[src/rtl/core/bmdf_pkg.sv]
`timescale 1ns / 1ps

package bmdf_pkg;

  // request codes
  localparam logic CMD_ADVERT = 1'b0;
  localparam logic CMD_READ   = 1'b1;

  // beam kinds (the remaining code is treated as not a beam)
  localparam logic [1:0] BEAM_NONE    = 2'd0;
  localparam logic [1:0] BEAM_NAME    = 2'd1;
  localparam logic [1:0] BEAM_SERVICE = 2'd2;

  // beam format constants
  localparam logic [63:0] ZERO_TEXT_ID     = 64'h3030_3030_3030_3030;
  localparam logic [7:0]  NAME_BEAM_LEN    = 8'd16;
  localparam logic [7:0]  SERVICE_BEAM_LEN = 8'd13;
  localparam logic [7:0]  DIGIT_ZERO       = 8'd48;
  localparam logic [7:0]  SHAPE_NONE       = 8'd255;

  // classified request from front to back
  typedef struct packed {
    logic        cmd;
    logic        ok;
    logic [7:0]  shape;
    logic [63:0] id;
  } req_t;

  // result item
  typedef struct packed {
    logic       accepted;
    logic       message_ready;
    logic [7:0] shape_code;
  } res_t;

endpackage

[src/rtl/core/bmdf_ram.sv]
`timescale 1ns / 1ps

module bmdf_ram #(
  parameter int WIDTH = 64,
  parameter int DEPTH = 32,
  localparam int ADDR_W = (DEPTH > 1) ? $clog2(DEPTH) : 1
) (
  input  logic              clk,
  input  logic              wr_en,
  input  logic [ADDR_W-1:0] wr_addr,
  input  logic [WIDTH-1:0]  wr_data,
  input  logic              rd_en,
  input  logic [ADDR_W-1:0] rd_addr,
  output logic [WIDTH-1:0]  rd_data
);

  logic [WIDTH-1:0] mem [DEPTH];

  // one write port, one registered read port
  always_ff @(posedge clk) begin
    if (wr_en) begin
      mem[wr_addr] <= wr_data;
    end
    if (rd_en) begin
      rd_data <= mem[rd_addr];
    end
  end

endmodule

[src/rtl/core/bmdf_fifo.sv]
`timescale 1ns / 1ps

module bmdf_fifo #(
  parameter int WIDTH = 8,
  parameter int DEPTH = 2,
  localparam int PTR_W = (DEPTH > 1) ? $clog2(DEPTH) : 1,
  localparam int CNT_W = $clog2(DEPTH + 1)
) (
  input  logic             clk,
  input  logic             rst,
  input  logic             push,
  input  logic [WIDTH-1:0] wdata,
  output logic             full,
  input  logic             pop,
  output logic [WIDTH-1:0] rdata,
  output logic             empty
);

  logic [WIDTH-1:0] slots [DEPTH];
  logic [PTR_W-1:0] wr_ptr;
  logic [PTR_W-1:0] rd_ptr;
  logic [CNT_W-1:0] count;
  logic             do_push;
  logic             do_pop;

  assign full    = (count == CNT_W'(DEPTH));
  assign empty   = (count == '0);
  assign do_push = push && !full;
  assign do_pop  = pop && !empty;
  assign rdata   = slots[rd_ptr];

  // storage
  always_ff @(posedge clk) begin
    if (do_push) begin
      slots[wr_ptr] <= wdata;
    end
  end

  // pointers and fill count
  always_ff @(posedge clk) begin
    if (rst) begin
      wr_ptr <= '0;
      rd_ptr <= '0;
      count  <= '0;
    end else begin
      if (do_push) begin
        wr_ptr <= (wr_ptr == PTR_W'(DEPTH - 1)) ? '0 : wr_ptr + 1'b1;
      end
      if (do_pop) begin
        rd_ptr <= (rd_ptr == PTR_W'(DEPTH - 1)) ? '0 : rd_ptr + 1'b1;
      end
      if (do_push && !do_pop) begin
        count <= count + 1'b1;
      end else if (do_pop && !do_push) begin
        count <= count - 1'b1;
      end
    end
  end

endmodule

[src/rtl/core/bmdf_front.sv]
`timescale 1ns / 1ps

module bmdf_front (
  input  logic             clk,
  input  logic             rst,
  input  logic             push,
  output logic             full,
  input  logic             command,
  input  logic [1:0]       beam_kind,
  input  logic [7:0]       content_length,
  input  logic [63:0]      msg_id,
  input  logic [7:0]       name_last_char,
  input  logic             req_pop,
  output logic             req_empty,
  output bmdf_pkg::req_t   req_data
);

  bmdf_pkg::req_t req_in;
  logic           name_ok;
  logic           service_ok;
  logic [7:0]     name_shape;

  // beam format checks
  assign name_ok = (beam_kind == bmdf_pkg::BEAM_NAME)
                && (content_length == bmdf_pkg::NAME_BEAM_LEN)
                && (msg_id != bmdf_pkg::ZERO_TEXT_ID);
  assign service_ok = (beam_kind == bmdf_pkg::BEAM_SERVICE)
                   && (content_length == bmdf_pkg::SERVICE_BEAM_LEN);

  // shape from the last name character, SHAPE_NONE below the digit zero
  assign name_shape = (name_last_char < bmdf_pkg::DIGIT_ZERO) ? bmdf_pkg::SHAPE_NONE
                    : name_last_char - bmdf_pkg::DIGIT_ZERO;

  // classified request
  always_comb begin
    req_in.cmd   = command;
    req_in.ok    = name_ok || service_ok;
    req_in.shape = name_ok ? name_shape : msg_id[63:56];
    req_in.id    = msg_id;
  end

  // request queue toward the back end
  bmdf_fifo #(
    .WIDTH ($bits(bmdf_pkg::req_t)),
    .DEPTH (2)
  ) u_req_fifo (
    .clk   (clk),
    .rst   (rst),
    .push  (push),
    .wdata (req_in),
    .full  (full),
    .pop   (req_pop),
    .rdata (req_data),
    .empty (req_empty)
  );

endmodule

[src/rtl/core/bmdf_back.sv]
`timescale 1ns / 1ps

module bmdf_back #(
  parameter int HISTORY_DEPTH = 32,
  localparam int IDX_W = (HISTORY_DEPTH > 1) ? $clog2(HISTORY_DEPTH) : 1
) (
  input  logic             clk,
  input  logic             rst,
  input  logic             req_empty,
  input  bmdf_pkg::req_t   req_data,
  output logic             req_pop,
  input  logic             res_full,
  output logic             res_push,
  output bmdf_pkg::res_t   res_data,
  output logic             ram_rd_en,
  output logic [IDX_W-1:0] ram_rd_addr,
  input  logic [63:0]      ram_rd_data,
  output logic             ram_wr_en,
  output logic [IDX_W-1:0] ram_wr_addr,
  output logic [63:0]      ram_wr_data
);

  typedef enum logic {
    ST_IDLE,
    ST_SCAN
  } state_t;

  state_t                   state;
  logic [IDX_W-1:0]         scan_idx;
  logic [IDX_W-1:0]         cmp_idx;
  logic                     cmp_live;
  logic [63:0]              cur_id;
  logic [7:0]               cur_shape;
  logic [HISTORY_DEPTH-1:0] entry_valid;
  logic [IDX_W-1:0]         newest_slot;
  logic                     message_pending;
  logic [7:0]               pending_shape;
  logic                     hit;
  logic                     scan_last;
  logic [IDX_W-1:0]         slot_new;

  // take a request only when the result queue has room for its result
  assign req_pop = (state == ST_IDLE) && !req_empty && !res_full && !res_push;

  // history walk, one entry per cycle
  assign ram_rd_en   = (state == ST_SCAN);
  assign ram_rd_addr = scan_idx;

  // compare the entry read in the previous cycle
  assign hit       = cmp_live && entry_valid[cmp_idx] && (ram_rd_data == cur_id);
  assign scan_last = (cmp_idx == IDX_W'(HISTORY_DEPTH - 1));
  assign slot_new  = (newest_slot == '0) ? IDX_W'(HISTORY_DEPTH - 1) : newest_slot - 1'b1;

  // sequencer, history bookkeeping and registered result
  always_ff @(posedge clk) begin
    if (rst) begin
      state           <= ST_IDLE;
      cmp_live        <= 1'b0;
      entry_valid     <= '0;
      newest_slot     <= '0;
      message_pending <= 1'b0;
      pending_shape   <= '0;
      res_push        <= 1'b0;
      ram_wr_en       <= 1'b0;
    end else begin
      res_push  <= 1'b0;
      ram_wr_en <= 1'b0;
      unique case (state)
        ST_IDLE: begin
          if (req_pop) begin
            if (req_data.cmd == bmdf_pkg::CMD_READ) begin
              res_push               <= 1'b1;
              res_data.accepted      <= 1'b0;
              res_data.message_ready <= message_pending;
              res_data.shape_code    <= message_pending ? pending_shape : '0;
              message_pending        <= 1'b0;
            end else if (!req_data.ok) begin
              res_push <= 1'b1;
              res_data <= '0;
            end else begin
              cur_id    <= req_data.id;
              cur_shape <= req_data.shape;
              scan_idx  <= '0;
              cmp_live  <= 1'b0;
              state     <= ST_SCAN;
            end
          end
        end
        ST_SCAN: begin
          if (hit) begin
            // duplicate, state unchanged
            res_push <= 1'b1;
            res_data <= '0;
            state    <= ST_IDLE;
          end else if (cmp_live && scan_last) begin
            // new id: insert at the front of the ring
            ram_wr_en              <= 1'b1;
            ram_wr_addr            <= slot_new;
            ram_wr_data            <= cur_id;
            entry_valid[slot_new]  <= 1'b1;
            newest_slot            <= slot_new;
            message_pending        <= 1'b1;
            pending_shape          <= cur_shape;
            res_push               <= 1'b1;
            res_data.accepted      <= 1'b1;
            res_data.message_ready <= 1'b0;
            res_data.shape_code    <= '0;
            state                  <= ST_IDLE;
          end else begin
            scan_idx <= (scan_idx == IDX_W'(HISTORY_DEPTH - 1)) ? '0 : scan_idx + 1'b1;
            cmp_idx  <= scan_idx;
            cmp_live <= 1'b1;
          end
        end
        default: begin
          state <= ST_IDLE;
        end
      endcase
    end
  end

`ifndef ASSERT_OFF
  // the result queue always has room when a result is pushed
  a_res_room: assert property (@(posedge clk) disable iff (rst)
    res_push |-> !res_full)
    else $error("result pushed into a full result queue");

  // an accepted result always comes with the history write
  a_accept_writes: assert property (@(posedge clk) disable iff (rst)
    (res_push && res_data.accepted) |-> ram_wr_en)
    else $error("accepted result without history insert");

  // a written entry is marked valid
  a_write_valid: assert property (@(posedge clk) disable iff (rst)
    ram_wr_en |-> entry_valid[ram_wr_addr])
    else $error("history entry written but not valid");

  // one result per request, never two in a row
  a_single_result: assert property (@(posedge clk) disable iff (rst)
    res_push |=> !res_push)
    else $error("back-to-back result pushes");
`endif

endmodule

[src/rtl/core/beacon_message_dedup_filter.sv]
`timescale 1ns / 1ps

// Duplicate filter for beacon advertisements. Each request gives exactly one
// result. A read command or a malformed beam is answered straight from the
// idle state of the back end. A well-formed beam walks the whole id history,
// one entry per cycle through the registered read port of the history RAM;
// a duplicate ends the walk early at its matching entry. Two-deep request and
// result queues sit on either side of the back end, so push is still taken
// while a result waits for pop, until the request queue fills.
module beacon_message_dedup_filter #(
  parameter int HISTORY_DEPTH = 32
) (
  input  logic        clk,
  input  logic        rst,
  input  logic        push,
  output logic        full,
  input  logic        command,
  input  logic [1:0]  beam_kind,
  input  logic [7:0]  content_length,
  input  logic [63:0] msg_id,
  input  logic [7:0]  name_last_char,
  output logic        empty,
  input  logic        pop,
  output logic        accepted,
  output logic        message_ready,
  output logic [7:0]  shape_code
);

  localparam int IDX_W = (HISTORY_DEPTH > 1) ? $clog2(HISTORY_DEPTH) : 1;

  bmdf_pkg::req_t   req_data;
  logic             req_pop;
  logic             req_empty;
  bmdf_pkg::res_t   res_in;
  bmdf_pkg::res_t   res_out;
  logic             res_push;
  logic             res_full;
  logic             ram_rd_en;
  logic [IDX_W-1:0] ram_rd_addr;
  logic [63:0]      ram_rd_data;
  logic             ram_wr_en;
  logic [IDX_W-1:0] ram_wr_addr;
  logic [63:0]      ram_wr_data;

  // accept and classify
  bmdf_front u_front (
    .clk            (clk),
    .rst            (rst),
    .push           (push),
    .full           (full),
    .command        (command),
    .beam_kind      (beam_kind),
    .content_length (content_length),
    .msg_id         (msg_id),
    .name_last_char (name_last_char),
    .req_pop        (req_pop),
    .req_empty      (req_empty),
    .req_data       (req_data)
  );

  // history search, insert and pending message
  bmdf_back #(
    .HISTORY_DEPTH (HISTORY_DEPTH)
  ) u_back (
    .clk         (clk),
    .rst         (rst),
    .req_empty   (req_empty),
    .req_data    (req_data),
    .req_pop     (req_pop),
    .res_full    (res_full),
    .res_push    (res_push),
    .res_data    (res_in),
    .ram_rd_en   (ram_rd_en),
    .ram_rd_addr (ram_rd_addr),
    .ram_rd_data (ram_rd_data),
    .ram_wr_en   (ram_wr_en),
    .ram_wr_addr (ram_wr_addr),
    .ram_wr_data (ram_wr_data)
  );

  // id history
  bmdf_ram #(
    .WIDTH (64),
    .DEPTH (HISTORY_DEPTH)
  ) u_history (
    .clk     (clk),
    .wr_en   (ram_wr_en),
    .wr_addr (ram_wr_addr),
    .wr_data (ram_wr_data),
    .rd_en   (ram_rd_en),
    .rd_addr (ram_rd_addr),
    .rd_data (ram_rd_data)
  );

  // result queue
  bmdf_fifo #(
    .WIDTH ($bits(bmdf_pkg::res_t)),
    .DEPTH (2)
  ) u_res_fifo (
    .clk   (clk),
    .rst   (rst),
    .push  (res_push),
    .wdata (res_in),
    .full  (res_full),
    .pop   (pop),
    .rdata (res_out),
    .empty (empty)
  );

  assign accepted      = res_out.accepted;
  assign message_ready = res_out.message_ready;
  assign shape_code    = res_out.shape_code;

endmodule

[config.mk]
export PLATFORM = sky130hd
export DESIGN_NAME = beacon_message_dedup_filter
export DESIGN_NICKNAME = d
export VERILOG_FILES = /design/src/rtl/core/bmdf_pkg.sv /design/src/rtl/core/bmdf_ram.sv /design/src/rtl/core/bmdf_fifo.sv /design/src/rtl/core/bmdf_front.sv /design/src/rtl/core/bmdf_back.sv /design/src/rtl/core/beacon_message_dedup_filter.sv
export SDC_FILE = /design/constraint.sdc
export NUM_CORES = 2
export LEC_CHECK = 0
export BUFFER_PORTS_ARGS = -buffer_cell sky130_fd_sc_hd__buf_2
export CORE_MARGIN = 2
export CORE_UTILIZATION = 30
export CTS_CLUSTER_SIZE = 24
export DETAILED_ROUTE_END_ITERATION = 7
export HOLD_SLACK_MARGIN = 0.02
export PLACE_DENSITY_LB_ADDON = 0.12
export SETUP_SLACK_MARGIN = 0.1
export SLEW_MARGIN = 25
export SYNTH_ARGS = -nofsm -noshare
export SYNTH_HDL_FRONTEND = slang
export SYNTH_SLANG_ARGS = --single-unit
[constraint.sdc]
create_clock -name clk -period 8.1 [get_ports clk]
set_clock_uncertainty 0.15 [all_clocks]
set_input_delay 0.405 -clock clk [delete_from_list [all_inputs] [get_ports clk]]
set_output_delay 0.405 -clock clk [all_outputs]
set_load 0.01 [all_outputs]
==> qor.csv <==
stage,metric,value,unit
placed_design,preCtsSetupSlack,3.56,ns
pwr,power.density,270,nW/um^2
yosys,yosys.area.top_type,edfxtp_1,
clock_network,post_cts.resized_instances,0,
yosys,synth.avg_cell_area,24.1,um^2
setup_path,worst-path-max-fanout,43,
clock_network,worst_setup_hold_path_clk_slew,0.06,ns
yosys,syn-num-nets,4006,
yosys,ys_async_sr_fraction,0,%
layout,syn2layout_area_growth,18.0,%
yosys,synth_commonest_cells,"edfxtp_1 (2,441), mux4_2 (649), mux2_2 (149)",
clock_network,cts-htree-levels,5,
global_routing,grt_pass1_wl,379000,um
placed_design,placed_cells,8084,
clock_network,worst_skew_pair.late_latency,0.91,ns
setup_path,start_kind,flip-flop,
placed_design,gpl.final_weighted_congestion,0.728,
layout,post_layout_nonfiller_instances,8724,
yosys,synth_cell_type_count,48,
flow_run,drv_cap,0,
global_routing,pin_count_of_the_biggest_net_entering_global_routing,115,
floorplan,fp.dieArea,318000,um^2
yosys,postSynth.topFlopCell,edfxtp_1,
sta,timing.final.crit_share,56.1,%
route,drt-vias-per-instance,4.95,
placed_design,place_hpwl,145000,um
floorplan,chipWidth,564,um
pwr,power_leakage,34.1,nW
worst_hold_path,min_delay_path_depth,2,
global_routing,global_route.usage.total,17.2,%
route,drt_pre_antenna_iters,5,
sta,fin_setup_tns,0,ns
yosys,synth.cell_area,94200,um^2
sta,final-setup-viol-count,0,
outcome,outcome,finished clean,
sta,worst_slew_pin_slew,1.10,ns
clock_network,numCtsBuffers,289,
sta,min_period,4.55,ns
pwr,worst_vdd_ir,0.155,mV
sta,grt_setup_unrepaired,no,
layout,proportion_of_layout_cells_with_a_drive_suffix_above_1,32.6,%
global_routing,grt_antenna_before_repair,10,
worst_hold_path,hold_wc_path_type,primary input to flip-flop,
global_routing,vias_in_the_first_global_route,44433,
yosys,yosysWarningCount,0,
yosys,ys_top_cells_by_area,"edfxtp_1 (78%), mux4_2 (16%), mux2_2 (1.8%), dfxtp_1 (1.3%), clkbuf_1 (0.48%)",
route,post_route_drc,0,
layout,finalNetCount,4450,
floorplan,initial_utilization,30.2,%
route,dr_total_vias,43223,
yosys,synth-edff-count,2441,
setup_path,reg2reg_depth,10,
yosys,yosys_register_bits,2501,
setup_path,critical_setup_path_class,flip-flop to flip-flop,
global_routing,grt.overflow.total,0,
yosys,synthDominantCellAreaShare,77.8,%
clock_network,clock_tree_from_tritoncts,yes,
sta,hold_viol,0,
route,post_route_antenna_net_violation_count,0,
floorplan,core_region_area,312000,um^2
yosys,synth.most_common_cell,edfxtp_1,
floorplan,die_y,564,um
route,wire_per_inst,31.8,um
placed_design,place.port_buffers,98,
yosys,synthesis.instances,3913,
sta,finalMaxSlewViolations,0,
sta,max_slew_margin,26.5,%
sta,timing.fmax,0.220,GHz
setup_path,endpoint_kind,flip-flop,
yosys,synth.yosys.seq_area_share,79.1,%
sta,finalWorstSetupSlack,3.55,ns
setup_path,critical_path_arrival,4.91,ns
route,finalWirelength,278000,um
setup_path,cp_data_required_time,8.46,ns
route,drt-initial-drc-count,4001,
clock_network,cts.sink_count,2501,
floorplan,placementRows,205,
clock_network,cts_max_path_buffers,4,
clock_network,cts_root_buf,clkbuf_16,
floorplan,design.portCount,99,
layer usage:
metal  track usage [%]  wire [um]  vias up
li1                  -          -    17665
met1              23.8     123000    24293
met2              29.0     138000      977
met3              2.50      11000      288
met4              3.57       5190        0
met5                 0          0        -
sequential cells by signal, summed over array words and instances, names as in the netlist, 2 cells and up, named ones only:
name / flops
u_res_fifo.slots: 20
u_back.ram_wr_data: 64
u_history.rd_data: 64
u_front.u_req_fifo.count: 2
u_back.res_data: 10
u_back.cur_id: 64
u_back.ram_wr_addr: 5
u_back.cur_shape: 8
u_back.cmp_idx: 5
u_back.ram_rd_addr: 5
u_front.u_req_fifo.slots: 148
u_res_fifo.count: 2
u_back.entry_valid: 32
u_back.newest_slot: 5
u_back.pending_shape: 8
u_history.mem: 2048
path summary, 6_finish.rpt:
kind,start,endpoint,slack (ns)
min reg2reg,u_back.res_data[2],u_res_fifo.slots[1][2],0.30
min,msg_id[31],u_front.u_req_fifo.slots[0][31],0.11
max,u_back.cur_id[50],u_back.ram_wr_data[25],3.55
max reg2reg,u_back.cur_id[50],u_back.ram_wr_data[25],3.55
power breakdown:
part / switching, mW / internal, mW / leakage (nW)
Sequential: 0.134 / 14.4 / 22.5
Clock: 5.35 / 7.25 / 4.42
Combinational: 1.57 / 1.28 / 7.23
cell families after synthesis:
logic type      share of synthesized area, %
compound gates                         0.732
xor+xnor                               0.651
fa+ha+maj                             0.0797
buf+inv                                0.977
flops                                   79.1
mux                                     17.3
simple gates                            1.12
worst max-delay path, stage by stage, from the launching register on:
cell      delay, ns
edfxtp_1       0.41
xnor2_1        0.20
nand4_1        0.17
nor4_1         0.73
nand4_1        0.66
o41ai_2        0.45
buf_4          0.27
inv_2          0.15
nand2_4        0.38
nor2_4         0.13
buf_4          0.37
per-stage QoR:
stage	utilization [%]	cell area (um^2)	power, mW	hold WS [ns]
after floorplan	-	94200	16.6	0.271
after global placement	32.2	100000	17.7	0.286
after detailed placement	32.2	101000	17.7	0.293
after CTS	35.4	111000	30.5	0.0300
after global routing	35.6	111000	31.0	0.0809
final	35.6	111000	30.0	0.112
cells in the final DEF (no fill, tap or decap), types with 18 or more instances in the layout:
| master | netlist | layout |
|---|---|---|
| clkbuf_1 | 121 | 56 |
| buf_2 | 3 | 98 |
| mux4_2 | 649 | 649 |
| dfxtp_1 | 60 | 58 |
| clkinv_2 | 0 | 42 |
| nand3_1 | 18 | 18 |
| buf_12 | 0 | 18 |
| clkinv_1 | 0 | 67 |
| mux2_2 | 149 | 149 |
| xor2_1 | 26 | 26 |
| edfxtp_1 | 2441 | 2441 |
| nor2_1 | 67 | 32 |
| o21ai_0 | 28 | 28 |
| nor2_4 | 0 | 35 |
| buf_4 | 1 | 89 |
| a21oi_1 | 20 | 20 |
| bufinv_16 | 0 | 18 |
| clkbuf_16 | 0 | 292 |
| o32ai_1 | 32 | 32 |
| xnor2_1 | 44 | 44 |
| inv_1 | 53 | 53 |
| buf_8 | 0 | 42 |
| dlygate4sd3_1 | 0 | 80 |
what timing repair did:
action / in CTS / in global routing
hold buffers: 80 / 0
hold endpoints to repair: 156 / 0
setup buffers: 0 / 0
layout make-up:
class,instances,area (um^2)
Fill cell,28449,201000
Sequential cell,2501,74500
Multi-Input combinational cell,1175,19100
Clock buffer,349,7530
Tap cell,4140,5180
Timing Repair Buffer,336,3120
Clock inverter,166,1550
Inverter,54,203
Antenna cell,3,7.51
Power figures use the tool's default switching activity.
